--- src/assert_macros.svh ---
// assertion macros used by rht_core
// no dependencies; expects clk and rst_n in the including scope
`ifndef ASSERT_MACROS_SVH
`define ASSERT_MACROS_SVH

// property checked at every rising clock edge outside reset
`define ASSERT_CLK(label, prop, msg) \
    label: assert property (@(posedge clk) disable iff (!rst_n) (prop)) else $error(msg);

// condition that must never be seen outside reset
`define ASSERT_NEVER(label, cond, msg) \
    `ASSERT_CLK(label, !(cond), msg)

`endif

--- src/rht_pkg.sv ---
// shared types and constants of the rtsp header tokenizer
// no dependencies
package rht_pkg;

    localparam int MAX_HEADERS   = 32;
    localparam int POSITION_BITS = 16;
    localparam int POS_W         = POSITION_BITS;
    localparam int HCNT_W        = $clog2(MAX_HEADERS + 1);

    localparam logic [POS_W-1:0]  POS_MAX   = {POS_W{1'b1}};
    localparam logic [HCNT_W-1:0] HDR_LIMIT = HCNT_W'(MAX_HEADERS);

    // characters the parser looks at
    localparam logic [7:0] CH_CR    = 8'h0d;
    localparam logic [7:0] CH_LF    = 8'h0a;
    localparam logic [7:0] CH_SP    = 8'h20;
    localparam logic [7:0] CH_TAB   = 8'h09;
    localparam logic [7:0] CH_COLON = 8'h3a;
    localparam logic [7:0] CH_SLASH = 8'h2f;
    localparam logic [7:0] CH_ZERO  = 8'h30;
    localparam logic [7:0] CH_NINE  = 8'h39;

    // byte roles
    localparam logic [3:0] ROLE_BLANK  = 4'd0;
    localparam logic [3:0] ROLE_FIRST  = 4'd1;
    localparam logic [3:0] ROLE_URI    = 4'd2;
    localparam logic [3:0] ROLE_PROTO  = 4'd3;
    localparam logic [3:0] ROLE_STATUS = 4'd4;
    localparam logic [3:0] ROLE_REASON = 4'd5;
    localparam logic [3:0] ROLE_NAME   = 4'd6;
    localparam logic [3:0] ROLE_VALUE  = 4'd7;
    localparam logic [3:0] ROLE_EOL    = 4'd8;
    localparam logic [3:0] ROLE_EMPTY  = 4'd9;
    localparam logic [3:0] ROLE_BODY   = 4'd10;
    localparam logic [3:0] ROLE_ERR    = 4'd11;

    // message kinds
    localparam logic [1:0] KIND_NONE = 2'd0;
    localparam logic [1:0] KIND_REQ  = 2'd1;
    localparam logic [1:0] KIND_RESP = 2'd2;

    // error codes
    localparam logic [3:0] ERR_NONE      = 4'd0;
    localparam logic [3:0] ERR_SHORT     = 4'd1;
    localparam logic [3:0] ERR_NO_DELIM  = 4'd2;
    localparam logic [3:0] ERR_START     = 4'd3;
    localparam logic [3:0] ERR_STATUS    = 4'd4;
    localparam logic [3:0] ERR_NO_EOL    = 4'd5;
    localparam logic [3:0] ERR_CONT      = 4'd6;
    localparam logic [3:0] ERR_NO_COLON  = 4'd7;
    localparam logic [3:0] ERR_TOO_MANY  = 4'd8;

    typedef struct packed {
        logic [7:0] data_byte;
        logic       is_last;
    } in_t;

    typedef struct packed {
        logic [15:0] byte_offset;
        logic [3:0]  byte_role;
        logic        field_start;
        logic [4:0]  header_index;
        logic [1:0]  message_kind;
        logic [9:0]  status_code;
        logic        header_done;
        logic        parse_error;
        logic [3:0]  error_kind;
        logic [15:0] header_length;
        logic [5:0]  header_total;
    } out_t;

endpackage

--- src/rht_in_stage.sv ---
// input register of the tokenizer
// depends on rht_pkg
module rht_in_stage (
    input  logic          clk,
    input  logic          rst_n,
    input  logic          byte_valid,
    output logic          byte_ready,
    input  rht_pkg::in_t  byte_item,
    input  logic          take,
    output logic          held_valid,
    output rht_pkg::in_t  held_item
);
    import rht_pkg::*;

    logic valid_reg;
    logic valid_next;
    in_t  item_reg;

    assign byte_ready = !valid_reg || take;
    assign valid_next = (byte_valid && byte_ready) || (valid_reg && !take);

    always_ff @(posedge clk or negedge rst_n)
    begin
        if (!rst_n)
        begin
            valid_reg <= 1'b0;
        end
        else
        begin
            valid_reg <= valid_next;
        end
    end

    always_ff @(posedge clk)
    begin
        if (byte_valid && byte_ready)
        begin
            item_reg <= byte_item;
        end
    end

    assign held_valid = valid_reg;
    assign held_item  = item_reg;

endmodule

--- src/rht_core.sv ---
// parser state and per-byte tokenizing logic
// depends on rht_pkg and assert_macros.svh
module rht_core (
    input  logic          clk,
    input  logic          rst_n,
    input  logic          step,
    input  rht_pkg::in_t  item,
    output rht_pkg::out_t res
);
    import rht_pkg::*;
    `include "assert_macros.svh"

    localparam logic [4:0] PH_FW        = 5'd0;
    localparam logic [4:0] PH_SP_URI    = 5'd1;
    localparam logic [4:0] PH_URI       = 5'd2;
    localparam logic [4:0] PH_SP_PROTO  = 5'd3;
    localparam logic [4:0] PH_PROTO     = 5'd4;
    localparam logic [4:0] PH_SP_STAT   = 5'd5;
    localparam logic [4:0] PH_STAT      = 5'd6;
    localparam logic [4:0] PH_SP_REASON = 5'd7;
    localparam logic [4:0] PH_REASON    = 5'd8;
    localparam logic [4:0] PH_CR        = 5'd9;
    localparam logic [4:0] PH_LINE      = 5'd10;
    localparam logic [4:0] PH_BLANK_CR  = 5'd11;
    localparam logic [4:0] PH_NAME      = 5'd12;
    localparam logic [4:0] PH_NAME_SP   = 5'd13;
    localparam logic [4:0] PH_SP_VALUE  = 5'd14;
    localparam logic [4:0] PH_VALUE     = 5'd15;
    localparam logic [4:0] PH_HCR       = 5'd16;

    logic [4:0]        ph_reg,   ph_next;
    logic [POS_W-1:0]  pos_reg,  pos_next;
    logic [HCNT_W-1:0] hcnt_reg, hcnt_next;
    logic [9:0]        acc_reg,  acc_next;
    logic [1:0]        dcnt_reg, dcnt_next;
    logic [1:0]        kind_reg, kind_next;
    logic [3:0]        errl_reg, errl_next;
    logic              done_reg, done_next;
    logic [POS_W-1:0]  hlen_reg, hlen_next;

    logic [7:0] c;
    logic       is_cr, is_lf, is_sp, is_tab, is_colon, is_digit;
    logic [3:0] role;
    logic       fs;
    logic [3:0] err;
    logic       done_now;
    logic       pulse;

    assign c        = item.data_byte;
    assign is_cr    = (c == CH_CR);
    assign is_lf    = (c == CH_LF);
    assign is_sp    = (c == CH_SP);
    assign is_tab   = (c == CH_TAB);
    assign is_colon = (c == CH_COLON);
    assign is_digit = (c >= CH_ZERO) && (c <= CH_NINE);

    always_comb
    begin
        ph_next   = ph_reg;
        hcnt_next = hcnt_reg;
        acc_next  = acc_reg;
        dcnt_next = dcnt_reg;
        kind_next = kind_reg;
        errl_next = errl_reg;
        done_next = done_reg;
        hlen_next = hlen_reg;
        role      = ROLE_BLANK;
        fs        = 1'b0;
        err       = ERR_NONE;
        done_now  = 1'b0;
        pulse     = 1'b0;

        priority if (errl_reg != ERR_NONE)
        begin
            role = ROLE_ERR;
        end
        else if (done_reg)
        begin
            role = ROLE_BODY;
        end
        else
        begin
            unique case (ph_reg)
                PH_FW:
                begin
                    priority if (is_cr || is_lf)
                    begin
                        err = ERR_START;
                    end
                    else if (is_sp)
                    begin
                        kind_next = (kind_reg == KIND_NONE) ? KIND_REQ : kind_reg;
                        ph_next   = (kind_next == KIND_RESP) ? PH_SP_STAT : PH_SP_URI;
                    end
                    else
                    begin
                        if (c == CH_SLASH && kind_reg == KIND_NONE)
                        begin
                            kind_next = KIND_RESP;
                        end
                        role = ROLE_FIRST;
                        fs   = (pos_reg == '0);
                    end
                end
                PH_SP_URI, PH_URI:
                begin
                    priority if (is_cr || is_lf)
                    begin
                        err = ERR_START;
                    end
                    else if (is_sp)
                    begin
                        if (ph_reg == PH_URI)
                        begin
                            ph_next = PH_SP_PROTO;
                        end
                    end
                    else
                    begin
                        role    = ROLE_URI;
                        fs      = (ph_reg == PH_SP_URI);
                        ph_next = PH_URI;
                    end
                end
                PH_SP_PROTO, PH_PROTO, PH_SP_REASON, PH_REASON:
                begin
                    priority if (is_cr)
                    begin
                        role    = ROLE_EOL;
                        ph_next = PH_CR;
                    end
                    else if (is_lf)
                    begin
                        role    = ROLE_EOL;
                        ph_next = PH_LINE;
                    end
                    else if (is_sp && (ph_reg == PH_SP_PROTO || ph_reg == PH_SP_REASON))
                    begin
                        role = ROLE_BLANK;
                    end
                    else if (ph_reg == PH_SP_PROTO || ph_reg == PH_PROTO)
                    begin
                        role    = ROLE_PROTO;
                        fs      = (ph_reg == PH_SP_PROTO);
                        ph_next = PH_PROTO;
                    end
                    else
                    begin
                        role    = ROLE_REASON;
                        fs      = (ph_reg == PH_SP_REASON);
                        ph_next = PH_REASON;
                    end
                end
                PH_SP_STAT:
                begin
                    priority if (is_sp)
                    begin
                        role = ROLE_BLANK;
                    end
                    else if (is_digit)
                    begin
                        role      = ROLE_STATUS;
                        fs        = 1'b1;
                        acc_next  = {6'd0, c[3:0]};
                        dcnt_next = 2'd1;
                        ph_next   = PH_STAT;
                    end
                    else
                    begin
                        err = ERR_STATUS;
                    end
                end
                PH_STAT:
                begin
                    priority if (dcnt_reg != 2'd3)
                    begin
                        if (is_digit)
                        begin
                            role      = ROLE_STATUS;
                            // times ten as two shifts
                            acc_next  = 10'((acc_reg << 3) + (acc_reg << 1) + {6'd0, c[3:0]});
                            dcnt_next = dcnt_reg + 2'd1;
                        end
                        else
                        begin
                            err = ERR_STATUS;
                        end
                    end
                    else if (is_sp)
                    begin
                        ph_next = PH_SP_REASON;
                    end
                    else
                    begin
                        err = ERR_STATUS;
                    end
                end
                PH_CR, PH_HCR:
                begin
                    if (is_lf)
                    begin
                        role = ROLE_EOL;
                        if (ph_reg == PH_HCR)
                        begin
                            hcnt_next = hcnt_reg + 1'b1;
                        end
                        ph_next = PH_LINE;
                    end
                    else
                    begin
                        err = ERR_NO_EOL;
                    end
                end
                PH_LINE:
                begin
                    priority if (is_cr)
                    begin
                        role    = ROLE_EMPTY;
                        ph_next = PH_BLANK_CR;
                    end
                    else if (is_lf)
                    begin
                        role     = ROLE_EMPTY;
                        done_now = 1'b1;
                    end
                    else if (is_sp || is_tab)
                    begin
                        err = ERR_CONT;
                    end
                    else if (hcnt_reg >= HDR_LIMIT)
                    begin
                        err = ERR_TOO_MANY;
                    end
                    else if (is_colon)
                    begin
                        ph_next = PH_SP_VALUE;
                    end
                    else
                    begin
                        role    = ROLE_NAME;
                        fs      = 1'b1;
                        ph_next = PH_NAME;
                    end
                end
                PH_BLANK_CR:
                begin
                    if (is_lf)
                    begin
                        role     = ROLE_EMPTY;
                        done_now = 1'b1;
                    end
                    else
                    begin
                        err = ERR_NO_EOL;
                    end
                end
                PH_NAME:
                begin
                    priority if (is_colon)
                    begin
                        ph_next = PH_SP_VALUE;
                    end
                    else if (is_sp)
                    begin
                        ph_next = PH_NAME_SP;
                    end
                    else if (is_cr || is_lf)
                    begin
                        err = ERR_NO_COLON;
                    end
                    else
                    begin
                        role = ROLE_NAME;
                    end
                end
                PH_NAME_SP:
                begin
                    priority if (is_colon)
                    begin
                        ph_next = PH_SP_VALUE;
                    end
                    else if (!is_sp)
                    begin
                        err = ERR_NO_COLON;
                    end
                    else
                    begin
                        role = ROLE_BLANK;
                    end
                end
                PH_SP_VALUE, PH_VALUE:
                begin
                    priority if (is_cr)
                    begin
                        role    = ROLE_EOL;
                        ph_next = PH_HCR;
                    end
                    else if (is_lf)
                    begin
                        role      = ROLE_EOL;
                        hcnt_next = hcnt_reg + 1'b1;
                        ph_next   = PH_LINE;
                    end
                    else if ((is_sp || is_tab) && ph_reg == PH_SP_VALUE)
                    begin
                        role = ROLE_BLANK;
                    end
                    else
                    begin
                        role    = ROLE_VALUE;
                        fs      = (ph_reg == PH_SP_VALUE);
                        ph_next = PH_VALUE;
                    end
                end
                default:
                begin
                    err = ERR_START;
                end
            endcase

            // end of message checks, by the phase reached
            if (err == ERR_NONE && !done_now && item.is_last)
            begin
                priority if (pos_reg < POS_W'(3))
                begin
                    err = ERR_SHORT;
                end
                else if (ph_next == PH_LINE || ph_next == PH_BLANK_CR)
                begin
                    done_now = 1'b1;
                end
                else if (ph_next == PH_FW)
                begin
                    err = (kind_next == KIND_NONE) ? ERR_NO_DELIM : ERR_START;
                end
                else if (ph_next == PH_SP_URI || ph_next == PH_URI)
                begin
                    err = ERR_START;
                end
                else if (ph_next == PH_SP_STAT || ph_next == PH_STAT)
                begin
                    err = ERR_STATUS;
                end
                else if (ph_next == PH_NAME || ph_next == PH_NAME_SP)
                begin
                    err = ERR_NO_COLON;
                end
                else
                begin
                    err = ERR_NO_EOL;
                end
            end

            priority if (err != ERR_NONE)
            begin
                errl_next = err;
                role      = ROLE_ERR;
                fs        = 1'b0;
            end
            else if (done_now)
            begin
                done_next = 1'b1;
                pulse     = 1'b1;
                hlen_next = (pos_reg == POS_MAX) ? POS_MAX : pos_reg + 1'b1;
            end
            else
            begin
                done_next = done_reg;
            end
        end
    end

    always_comb
    begin
        res.byte_offset   = 16'(pos_reg);
        res.byte_role     = role;
        res.field_start   = fs;
        res.header_index  = 5'(hcnt_reg);
        res.message_kind  = kind_next;
        res.status_code   = acc_next;
        res.header_done   = pulse;
        res.parse_error   = (errl_next != ERR_NONE);
        res.error_kind    = errl_next;
        res.header_length = done_next ? 16'(hlen_next) : 16'd0;
        res.header_total  = 6'(hcnt_next);
    end

    assign pos_next = (pos_reg == POS_MAX) ? pos_reg : pos_reg + 1'b1;

    always_ff @(posedge clk or negedge rst_n)
    begin
        if (!rst_n)
        begin
            ph_reg   <= PH_FW;
            pos_reg  <= '0;
            hcnt_reg <= '0;
            acc_reg  <= '0;
            dcnt_reg <= '0;
            kind_reg <= KIND_NONE;
            errl_reg <= ERR_NONE;
            done_reg <= 1'b0;
            hlen_reg <= '0;
        end
        else if (step)
        begin
            if (item.is_last)
            begin
                ph_reg   <= PH_FW;
                pos_reg  <= '0;
                hcnt_reg <= '0;
                acc_reg  <= '0;
                dcnt_reg <= '0;
                kind_reg <= KIND_NONE;
                errl_reg <= ERR_NONE;
                done_reg <= 1'b0;
                hlen_reg <= '0;
            end
            else
            begin
                ph_reg   <= ph_next;
                pos_reg  <= pos_next;
                hcnt_reg <= hcnt_next;
                acc_reg  <= acc_next;
                dcnt_reg <= dcnt_next;
                kind_reg <= kind_next;
                errl_reg <= errl_next;
                done_reg <= done_next;
                hlen_reg <= hlen_next;
            end
        end
    end

    // done and error never latch together
    `ASSERT_NEVER(a_done_and_err, done_reg && errl_reg != ERR_NONE, "done with error latched")
    // header counter stays within the limit
    `ASSERT_CLK(a_hdr_bound, hcnt_reg <= HDR_LIMIT, "header counter over limit")
    // a last byte restarts the message state
    `ASSERT_CLK(a_last_restart, step && item.is_last |=> pos_reg == '0 && errl_reg == ERR_NONE
        && !done_reg && hcnt_reg == '0, "state not restarted after last byte")

endmodule

--- src/rht_out_stage.sv ---
// result register of the tokenizer
// depends on rht_pkg
module rht_out_stage (
    input  logic          clk,
    input  logic          rst_n,
    input  logic          load,
    output logic          load_ready,
    input  rht_pkg::out_t load_item,
    output logic          tok_valid,
    input  logic          tok_ready,
    output rht_pkg::out_t tok_item
);
    import rht_pkg::*;

    logic valid_reg;
    logic valid_next;
    out_t item_reg;

    assign load_ready = !valid_reg || tok_ready;
    assign valid_next = load || (valid_reg && !tok_ready);

    always_ff @(posedge clk or negedge rst_n)
    begin
        if (!rst_n)
        begin
            valid_reg <= 1'b0;
        end
        else
        begin
            valid_reg <= valid_next;
        end
    end

    always_ff @(posedge clk)
    begin
        if (load)
        begin
            item_reg <= load_item;
        end
    end

    assign tok_valid = valid_reg;
    assign tok_item  = item_reg;

endmodule

--- src/rtsp_header_tokenizer.sv ---
// rtsp header tokenizer: tags each message byte with its role, one result per byte
// a byte waits in the input register until a step loads its result into the result register
// throughput: one byte per cycle unless tok_ready stalls, set by the single parse step
// reset: rst_n clears both stage valids and the parser state to message start
// depends on rht_pkg, rht_in_stage, rht_core, rht_out_stage
module rtsp_header_tokenizer (
    input  logic          clk,
    input  logic          rst_n,
    input  logic          byte_valid,
    output logic          byte_ready,
    input  rht_pkg::in_t  byte_item,
    output logic          tok_valid,
    input  logic          tok_ready,
    output rht_pkg::out_t tok_item
);
    import rht_pkg::*;

    // input register outputs
    logic held_valid;
    in_t  held_item;

    // a parse step fires when a held byte can move into the result register
    logic load_ready;
    logic step;
    out_t step_res;

    assign step = held_valid && load_ready;

    // input register: takes a new transaction when it is empty or when the held byte moves on
    rht_in_stage u_in (
        .clk        (clk),
        .rst_n      (rst_n),
        .byte_valid (byte_valid),
        .byte_ready (byte_ready),
        .byte_item  (byte_item),
        .take       (step),
        .held_valid (held_valid),
        .held_item  (held_item)
    );

    // parser state and per-byte decode, updated only on a step
    rht_core u_core (
        .clk   (clk),
        .rst_n (rst_n),
        .step  (step),
        .item  (held_item),
        .res   (step_res)
    );

    // result register: holds a finished transaction until it is taken
    rht_out_stage u_out (
        .clk        (clk),
        .rst_n      (rst_n),
        .load       (step),
        .load_ready (load_ready),
        .load_item  (step_res),
        .tok_valid  (tok_valid),
        .tok_ready  (tok_ready),
        .tok_item   (tok_item)
    );

endmodule
--- config.mk ---
export PLATFORM = sky130hd
export DESIGN_NAME = rtsp_header_tokenizer
export DESIGN_NICKNAME = d
export VERILOG_FILES = /design/src/rht_pkg.sv /design/src/rht_in_stage.sv /design/src/rht_core.sv /design/src/rht_out_stage.sv /design/src/rtsp_header_tokenizer.sv
export VERILOG_INCLUDE_DIRS = /design/src /design/src/src
export SDC_FILE = /design/constraint.sdc
export NUM_CORES = 1
export LEC_CHECK = 0
export ABC_AREA = 1
export BUFFER_PORTS_ARGS = -buffer_cell sky130_fd_sc_hd__buf_2
export CORE_ASPECT_RATIO = 0.8
export CORE_MARGIN = 2
export CORE_UTILIZATION = 30
export DETAILED_ROUTE_END_ITERATION = 7
export PLACE_DENSITY = 0.51
export SYNTH_ARGS = -nofsm -noshare
export SYNTH_HDL_FRONTEND = slang
export SYNTH_HIERARCHICAL = 1
export SYNTH_SLANG_ARGS = --single-unit
--- constraint.sdc ---
create_clock -name clk -period 4.5 [get_ports clk]
set_input_delay 0.225 -clock clk [delete_from_list [all_inputs] [get_ports clk]]
set_output_delay 0.225 -clock clk [all_outputs]
set_load 0.01 [all_outputs]
==> flow_summary.json, run 1 <==
{
  "cp_slowest_cell": "edfxtp_1",
  "seq_area_frac_synth": 0.510,
  "synth_area_per_cell_sq_um": 8.44,
  "coreArea_sq_um": 24600,
  "clk-insertion-delay-late_ns": 0.42,
  "clk_path_buf_depth": 2,
  "period_share": 0.755,
  "cts_sinks": 139,
  "antenna_found_initial": 0,
  "grt_util_all_layers": 0.167,
  "postCtsSetupRepairBufs": 0,
  "cp-end-kind": "flip-flop",
  "hold_viol_final": 0,
  "slew_headroom": 0.390,
  "p_switching_uw": 1570,
  "clockPowerShare": 0.316,
  "cpMostUsedCell": "nand2_1",
  "final_antenna_net_count": 0,
  "netlist_instances": 896,
  "syn-cell-area_sq_um": 7560,
  "power_uw": 4330,
  "start_util": 0.308,
  "status": "complete, no violations",
  "vias": 6437,
  "grt_max_degree": 75,
  "num_io_pins": 81,
  "fin_worst_skew_ns": 0.0133,
  "clk_pin_slew_ns": 0.06,
  "rows": 51,
  "synth_ff_type": "edfxtp_1",
  "setup_viol": 0,
  "synthDominantCellAreaShare": 0.298,
  "gp_congestion": 0.949,
  "drv_slew": 0,
  "mostFrequentLayoutCells": "241 x nand2_1, 112 x inv_1, 82 x nor2_1, 80 x buf_2, 75 x edfxtp_1",
  "synth_edf_count": 75,
  "grt_overflow": 0,
  "synth_top_area_cell": "edfxtp_1",
  "wl_per_cell_um": 16.5,
  "hold_slack_ns": 0.0232,
  "syn_nets": 930,
  "area_growth_pct": 18.6,
  "drt-initial-drc-count": 656,
  "crit_buf_inv": 3,
  "fmax_mhz": 294,
  "die_area_sq_um": 26500,
  "path_cells": "inv_1 -> nand2_1 -> nor2_2 -> nand2_2 -> inv_1 -> nor2_1 -> nand2_1 -> nand3_1 -> nor2_1 -> nand2_1 -> inv_2 -> nand4_1 -> nand2_1 -> nand3_4 -> nor2_8 -> nand3_1 -> o21ai_0 -> nor2_1",
  "clock-root-buffer": "clkbuf_16",
  "synth_seq_cells": 139,
  "drive_above_1_share": 0.160,
  "largest_reg_flops": 66,
  "die_y_um": 146,
  "vias_per_cell": 4.87,
  "p_comb_frac": 0.294,
  "rsz0062_at_grt": "no",
  "drc": 0,
  "post-route-min-period_ns": 3.40,
  "power_density_nw_per_um2": 483,
  "worst-setup-path-type": "reg2reg",
  "dp_hpwl_mm": 16.1,
  "mostFrequentLayoutCell": "nand2_1",
  "n_antenna_cell": 0,
  "numCtsBuffers": 17,
  "yosysWarnings": 6,
  "grt_first_pass_wirelength_mm": 33.9,
  "p_leak_uw": 0.00422,
  "nNetsFinal": 1026,
  "drt_wl_total_mm": 21.8,
  "fill_cells": 2527,
  "cp.arrival_ns": 3.56,
  "internal_power_uw": 2760,
  "cp.required_ns": 4.66,
  "tightest_slew_ns": 0.914,
  "die_w_um": 181,
  "post-route-util": 0.365,
  "peakVddDrop_mv": 0.249,
  "fin_tns_setup_ns": 0,
  "cts_tree": "yes",
  "netSwitchingFraction": 0.362,
  "ys_top_cells_by_area": "edfxtp_1 30%, dfrtp_1 21%, nand2_1 12%, inv_1 5.6%, nor2_1 4.1%",
  "htree_levels": 4,
  "first_pass_iters": 5,
  "power_frac_seq": 0.390,
  "max_cap_violations": 0,
  "yosysUniqueCellTypes": 49,
  "port_buffers": 80,
  "critPathMaxFanout": 17,
  "cpPeakStageDelay_ns": 0.49,
  "hp-class": "in2reg",
  "critPathLaunchType": "flip-flop",
  "first_global_vias": 5884,
  "cpLargestDelayFamily": "simple AND/OR/NAND/NOR gates",
  "async_flop_share": 0.460
}
-- metrics by stage --
stage / cell area (sq um) / setup WS (ns) / cells
6_report: 8970 / 1.10 / 1322
5_1_grt: 8970 / 0.761 / 1322
4_1_cts: 8970 / 1.13 / 1322
3_5_place_dp: 8300 / 1.15 / 1281
3_3_place_gp: 8300 / 1.08 / 1281
2_1_floorplan: 7560 / 1.31 / 896
-- logic make-up (layout without fill, tap and decap cells) --
family	count (synthesis)	after routing	synth area share
simple gates	442	442	0.256
buf+inv	148	256	0.0796
flops	139	139	0.510
compound gates	133	133	0.103
fa+ha+maj	21	21	0.0367
xor+xnor	13	13	0.0151
-- worst reg2reg max path: cells and delay by family (launching register included) --
kind	cells	cell delay (ns)
simple gates	14	2.04
buf+inv	3	0.50
flops	1	0.49
compound gates	1	0.11
-- layer usage --
metal	wire, um	up-vias	share of wire	track usage
met5	0	-	0	0
met4	312	0	0.014	0.0480
met2	8700	226	0.40	0.223
met1	11200	3014	0.52	0.261
li1	-	3177	-	-
met3	1530	20	0.070	0.0393
-- cell usage after synthesis, types with 4 or more instances --
master,number
nand2_1,241
inv_1,113
nor2_1,83
edfxtp_1,75
dfrtp_1,64
nand3_1,56
o21ai_0,48
a21oi_1,30
o22ai_1,23
ha_1,19
nand4_1,15
inv_2,13
nor3_1,13
nor2_2,11
xor2_1,11
clkbuf_1,10
buf_4,8
nand2_2,7
o211ai_1,5
nor4_1,4
o21ai_1,4
-- path summary, 6_finish.rpt --
check | cells past startpoint | slack (ns) | to | from
max | 18 | 1.10 | u_out/tok_item[20] | u_in/held_item[3]
min | 1 | 0.02 | u_in/held_item[2] | byte_item[2]
max reg2reg | 18 | 1.10 | u_out/tok_item[20] | u_in/held_item[3]
min reg2reg | 0 | 0.48 | u_out/tok_item[41] | u_core/hcnt_reg[1]
max in group asynchronous | 3 | 3.09 | u_core/done_reg | rst_n
min in group asynchronous | 2 | 0.40 | u_core/pos_reg[10] | rst_n
-- cell type report --
| type | count | area (sq um) | area share |
|---|---|---|---|
| flip-flops and latches | 139 | 3850 | 0.430 |
| multi-input cells | 609 | 3110 | 0.347 |
| well taps | 318 | 398 | 0.0444 |
| clock buffers | 19 | 443 | 0.0494 |
| inverters | 127 | 478 | 0.0533 |
| clock inverters | 12 | 126 | 0.0141 |
| repair buffers | 98 | 561 | 0.0625 |
-- repair_timing --
action	4_1_cts	5_1_grt
resized for setup	0	0
hold endpoints to repair	36	0
hold buffers	10	0
-- power groups by stage --
| stage | Clock, uW | Sequential [uW] | Combinational [uW] |
|---|---|---|---|
| finish | 1370 | 1690 | 1270 |
| CTS | 1400 | 1690 | 1270 |
| floorplan | 0 | 1740 | 801 |
| global route | 1450 | 1710 | 1430 |
| global placement | 0 | 1710 | 1270 |
| detailed placement | 0 | 1710 | 1260 |
No activity file was read; power rests on OpenSTA's default activity.
==> run 2, diff against run 1 <==
--- a/config.mk
+++ b/config.mk
@@ -12,7 +12,7 @@
 export CORE_MARGIN = 2
 export CORE_UTILIZATION = 30
 export DETAILED_ROUTE_END_ITERATION = 7
-export PLACE_DENSITY = 0.51
+export PLACE_DENSITY = 0.53
 export SYNTH_ARGS = -nofsm -noshare
 export SYNTH_HDL_FRONTEND = slang
 export SYNTH_HIERARCHICAL = 1
==> constraint.sdc (replaced) <==
create_clock -name clk -period 3.1 [get_ports clk]
set_input_delay 0.155 -clock clk [delete_from_list [all_inputs] [get_ports clk]]
set_output_delay 0.155 -clock clk [all_outputs]
set_load 0.01 [all_outputs]
==> flow_summary.json, run 2 (same netlist as run 1, synthesis figures left out) <==
{
  "slew_headroom": 0.362,
  "area_growth_pct": 36.1,
  "vias": 6807,
  "port_buffers": 80,
  "vias_per_cell": 4.72,
  "cp.arrival_ns": 3.32,
  "htree_levels": 4,
  "drt_wl_total_mm": 23.0,
  "power_density_nw_per_um2": 689,
  "cp.required_ns": 3.37,
  "numCtsBuffers": 17,
  "final_antenna_net_count": 0,
  "max_cap_violations": 0,
  "rr_worst_depth": 16,
  "crit_path_start": "u_core/ph_reg[0]",
  "r2r-end": "u_out/tok_item[17]",
  "fin_worst_skew_ns": 0.0169,
  "fmax_mhz": 329,
  "p_switching_uw": 2600,
  "drt-initial-drc-count": 586,
  "clk-insertion-delay-late_ns": 0.43,
  "power_frac_seq": 0.344,
  "cp-end-kind": "flip-flop",
  "n_antenna_cell": 0,
  "clk_pin_slew_ns": 0.06,
  "first_global_vias": 6286,
  "coreArea_sq_um": 24600,
  "start_util": 0.308,
  "gp_congestion": 0.965,
  "cts_tree": "yes",
  "dpl.cell_count": 1380,
  "die_y_um": 146,
  "fill_cells": 2436,
  "critPathLaunchType": "flip-flop",
  "peakVddDrop_mv": 0.434,
  "crit_end": "u_out/tok_item[17]",
  "hp-class": "in2async",
  "mostFrequentLayoutCells": "221 x nand2_1, 114 x buf_4, 110 x inv_1, 80 x buf_2, 75 x edfxtp_1",
  "grt_first_pass_wirelength_mm": 35.3,
  "largest_reg_flops": 66,
  "post-route-util": 0.419,
  "instances_no_fill": 1441,
  "hold_viol_final": 0,
  "grt_overflow": 0,
  "num_io_pins": 81,
  "nNetsFinal": 1144,
  "internal_power_uw": 4500,
  "critPathMaxFanout": 9,
  "post-route-min-period_ns": 3.04,
  "die_area_sq_um": 26500,
  "worst-setup-path-type": "reg2reg",
  "setup_viol": 0,
  "first_pass_iters": 5,
  "p_comb_frac": 0.368,
  "status": "complete, no violations",
  "fin_tns_setup_ns": 0,
  "antenna_found_initial": 0,
  "mostFrequentLayoutCell": "nand2_1",
  "cts_sinks": 139,
  "clk_path_buf_depth": 2,
  "die_w_um": 181,
  "r2r_start": "u_core/ph_reg[0]",
  "grt_util_all_layers": 0.173,
  "dp_hpwl_mm": 17.2,
  "rsz0062_at_grt": "yes",
  "r2r_slack_ns": 0.06,
  "rows": 51,
  "netSwitchingFraction": 0.366,
  "drc": 0,
  "clockPowerShare": 0.289,
  "drv_slew": 0,
  "clock-root-buffer": "clkbuf_16",
  "grt_max_degree": 51,
  "wl_per_cell_um": 16.0,
  "p_leak_uw": 0.00487,
  "period_share": 0.982,
  "drive_above_1_share": 0.312,
  "tightest_slew_ns": 0.957
}
## run 2: stage by stage
step | instance area, sq um | hold WS, ns | power [uW] | setup slack, ns
after floorplan | 7560 | -0.141 | 3690 | 0.391
after global placement | 9040 | 0.337 | 4700 | -0.0809
after detailed placement | 9040 | 0.336 | 4680 | -0.0786
after CTS | 9800 | 0.415 | 6810 | -0.0291
after global routing | 10300 | 0.427 | 7510 | -0.0541
final | 10300 | 0.432 | 7090 | 0.0560
## run 2: layout make-up
type / count / area, sq um / area share
Clock inverter: 12 / 141 / 0.0137
Multi-Input combinational cell: 610 / 3490 / 0.339
Sequential cell: 139 / 3860 / 0.375
Clock buffer: 20 / 447 / 0.0434
Inverter: 127 / 488 / 0.0474
Tap cell: 318 / 398 / 0.0387
Timing Repair inverter: 1 / 6.26 / 0.000608
Timing Repair Buffer: 214 / 1470 / 0.142
## run 2: critical path, cell delays in order, from the launching register on
cell     delay, ns
dfrtp_2       0.49
inv_1         0.19
nand3_1       0.11
nor2_1        0.27
buf_4         0.21
nand2_1       0.09
o21ai_1       0.23
nor3_4        0.07
nand4_1       0.16
inv_1         0.09
nand2_2       0.10
nand3_4       0.18
buf_6         0.18
o21ai_4       0.21
buf_6         0.14
inv_4         0.06
nor2_1        0.12
## run 2: timing repair
action                     CTS  global route
buffers inserted             3            12
resized for setup            5           111
pin swaps                    3            22
hold buffers                12             0
hold endpoints to repair    48             0
setup endpoints to repair   11            65
gates cloned                 1             1
## run 2: routing by layer
layer / GRT usage / share of wire
met1: 0.274 / 0.52
met2: 0.241 / 0.41
met3: 0.0293 / 0.056
met4: 0.0423 / 0.0098
met5: 0 / 0
## run 2: worst min path at each step
stage | startpoint | cells after the start | end | slack [ns]
floorplan | rst_n | 0 | u_core/acc_reg[0] | -0.14
finish | rst_n | 2 | u_core/pos_reg[10] | 0.43
detailed placement | byte_item[7] | 1 | u_in/held_item[7] | 0.34
global route | byte_item[8] | 2 | u_in/held_item[8] | 0.43
global placement | byte_item[0] | 1 | u_in/held_item[0] | 0.34
CTS | byte_item[8] | 2 | u_in/held_item[8] | 0.41
## run 2: power by group through the flow
stage               sequential, uW  clock, uW  combinational [uW]
finish                        2440       2050                2610
floorplan                     2520          0                1160
CTS                           2430       2100                2280
global route                  2470       2180                2860
global placement              2470          0                2230
detailed placement            2460          0                2220
==> run 3, diff against run 2 <==
--- a/config.mk
+++ b/config.mk
@@ -12,7 +12,6 @@
 export CORE_MARGIN = 2
 export CORE_UTILIZATION = 30
 export DETAILED_ROUTE_END_ITERATION = 7
-export PLACE_DENSITY = 0.53
 export SYNTH_ARGS = -nofsm -noshare
 export SYNTH_HDL_FRONTEND = slang
 export SYNTH_HIERARCHICAL = 1
==> constraint.sdc (replaced) <==
create_clock -name clk -period 3.4 [get_ports clk]
set_input_delay 0.17 -clock clk [delete_from_list [all_inputs] [get_ports clk]]
set_output_delay 0.17 -clock clk [all_outputs]
set_load 0.01 [all_outputs]
==> flow_summary.json, run 3 (same netlist as run 1, synthesis figures left out) <==
{
  "status": "complete, no violations",
  "gr-usage-met3": 0.0300,
  "fin_worst_skew_ns": 0.0114,
  "fin_tns_setup_ns": 0,
  "slew_headroom": 0.171,
  "drive_above_1_share": 0.178,
  "rsz0062_at_grt": "no",
  "dp_hpwl_mm": 16.2,
  "die_y_um": 146,
  "r2r-end": "u_core/acc_reg[8]",
  "gp_congestion": 0.995,
  "coreArea_sq_um": 24600,
  "rr_worst_depth": 13,
  "r2r_slack_ns": 0.20,
  "die_w_um": 181,
  "vias_per_cell": 4.89,
  "grt_overflow": 0,
  "critPathLaunchType": "flip-flop",
  "rows": 51,
  "cp-end-kind": "flip-flop",
  "post-route-util": 0.372,
  "clk_pin_slew_ns": 0.06,
  "worst-setup-path-type": "reg2reg",
  "setup_viol": 0,
  "path_cells": "buf_4 -> fa_1 -> inv_1 -> fa_1 -> o31ai_1 -> and2_1 -> nor2_1 -> nor2_1 -> nor2_1 -> xor2_1 -> o32ai_1 -> nand2_1 -> o21ai_0",
  "critPathMaxFanout": 5,
  "largest_reg_flops": 66,
  "r2r_start": "u_in/held_item[4]",
  "drt-initial-drc-count": 657,
  "cts_sinks": 139,
  "final_antenna_net_count": 0,
  "tightest_slew_ns": 1.24,
  "clock-root-buffer": "clkbuf_16",
  "drt_wl_total_mm": 21.7,
  "clk-insertion-delay-late_ns": 0.41,
  "mostFrequentLayoutCells": "241 x nand2_1, 112 x inv_1, 80 x buf_2, 80 x nor2_1, 75 x edfxtp_1",
  "grt_first_pass_wirelength_mm": 33.9,
  "grt_max_degree": 81,
  "wl_per_cell_um": 16.1,
  "port_buffers": 80,
  "cp.required_ns": 3.72,
  "vias": 6576,
  "cp_slowest_cell": "fa_1",
  "num_io_pins": 81,
  "cp.arrival_ns": 3.52,
  "power_density_nw_per_um2": 628,
  "die_area_sq_um": 26500,
  "first_global_vias": 6019,
  "crit_buf_inv": 2,
  "peakVddDrop_mv": 0.392,
  "period_share": 0.942,
  "drc": 0,
  "area_growth_pct": 20.9,
  "hold_slack_ns": 0.251,
  "start_util": 0.308,
  "hp-class": "in2async",
  "numCtsBuffers": 17,
  "grt_util_all_layers": 0.165,
  "first_pass_iters": 5,
  "cpPeakStageDelay_ns": 0.56,
  "fmax_mhz": 312,
  "clk_path_buf_depth": 2,
  "n_antenna_cell": 0,
  "post-route-min-period_ns": 3.20,
  "grtUsageMet1": 0.269,
  "max_cap_violations": 0,
  "htree_levels": 4,
  "hold_viol_final": 0,
  "grtUsageMet2": 0.218,
  "drv_slew": 0,
  "mostFrequentLayoutCell": "nand2_1",
  "cpLargestDelayFamily": "adder cells",
  "cpMostUsedCell": "nor2_1",
  "grt-busiest-layer": "met1",
  "p_leak_uw": 0.00432,
  "nNetsFinal": 1050,
  "cts_tree": "yes",
  "antenna_found_initial": 1
}
run 3: cell types whose count changed in the layout (fill, tap and decap cells not counted), moves of 6 or more:
cell / before / now
nor2_2: 25 / 13
buf_4: 114 / 30
a21oi_1: 23 / 30
nor2_4: 13 / 2
nand2_2: 20 / 7
nand3_1: 50 / 56
nor2_1: 58 / 80
nand2_1: 221 / 241
buf_6: 8 / 0
nand2_4: 7 / 0
run 3: layout make-up:
type / instances / area [sq um]
Fill cell: 2512 / 15400
Inverter: 127 / 478
Sequential cell: 139 / 3850
Clock buffer: 23 / 478
Timing Repair Buffer: 122 / 746
Tap cell: 318 / 398
Multi-Input combinational cell: 609 / 3120
Clock inverter: 8 / 71.3
run 3: routing by layer:
metal	vias up	part of all wire
li1	3232	-
met1	3079	0.53
met2	245	0.39
met3	20	0.063
met5	-	0
met4	0	0.013
run 3: what timing repair did:
item,CTS,global route
hold endpoints to repair,29,0
gates resized for setup,0,4
hold buffers,12,0
buffers inserted,0,1
endpoints found under the setup margin,0,39
run 3: worst reg2reg max path, delay by kind of cell (launching register included):
| kind | cells | cell delay (ns) |
|---|---|---|
| and+or+nand+nor | 5 | 0.46 |
| DFF | 1 | 0.50 |
| AOI/OAI and AO/OA | 3 | 0.72 |
| adders and majority gates | 2 | 1.02 |
| xor gates and xnor gates | 1 | 0.14 |
| buffers and inverters | 2 | 0.27 |
run 3: report_power, final:
group | switching (uW) | leakage (uW) | internal, uW
registers | 147 | 0.00163 | 2090
logic | 1220 | 0.00243 | 545
clock network | 690 | 0.000262 | 1050
total | 2060 | 0.00432 | 3680
run 3: worst max-delay path by stage:
| stage | startpoint | end | cells after the start |
|---|---|---|---|
| 2_1_floorplan | u_out/tok_valid | u_core/ph_reg[0] | 8 |
| 3_3_place_gp | u_in/held_item[4] | u_out/tok_item[49] | 20 |
| 3_5_place_dp | u_in/held_item[4] | u_out/tok_item[49] | 20 |
| 4_1_cts | u_in/held_item[4] | u_out/tok_item[49] | 20 |
| 5_1_grt | u_in/held_item[4] | u_out/tok_item[12] | 18 |
| 6_report | u_in/held_item[4] | u_core/acc_reg[8] | 13 |
run 3: metrics by stage:
step | instances | instance area, sq um | power (uW) | setup WS [ns]
3_3_place_gp | 1302 | 8460 | 4000 | 0.157
3_5_place_dp | 1302 | 8460 | 3980 | 0.190
5_1_grt | 1346 | 9140 | 6060 | 0.00391
6_report | 1346 | 9140 | 5740 | 0.197
2_1_floorplan | 896 | 7560 | 3360 | 0.213
4_1_cts | 1345 | 9130 | 5760 | 0.170
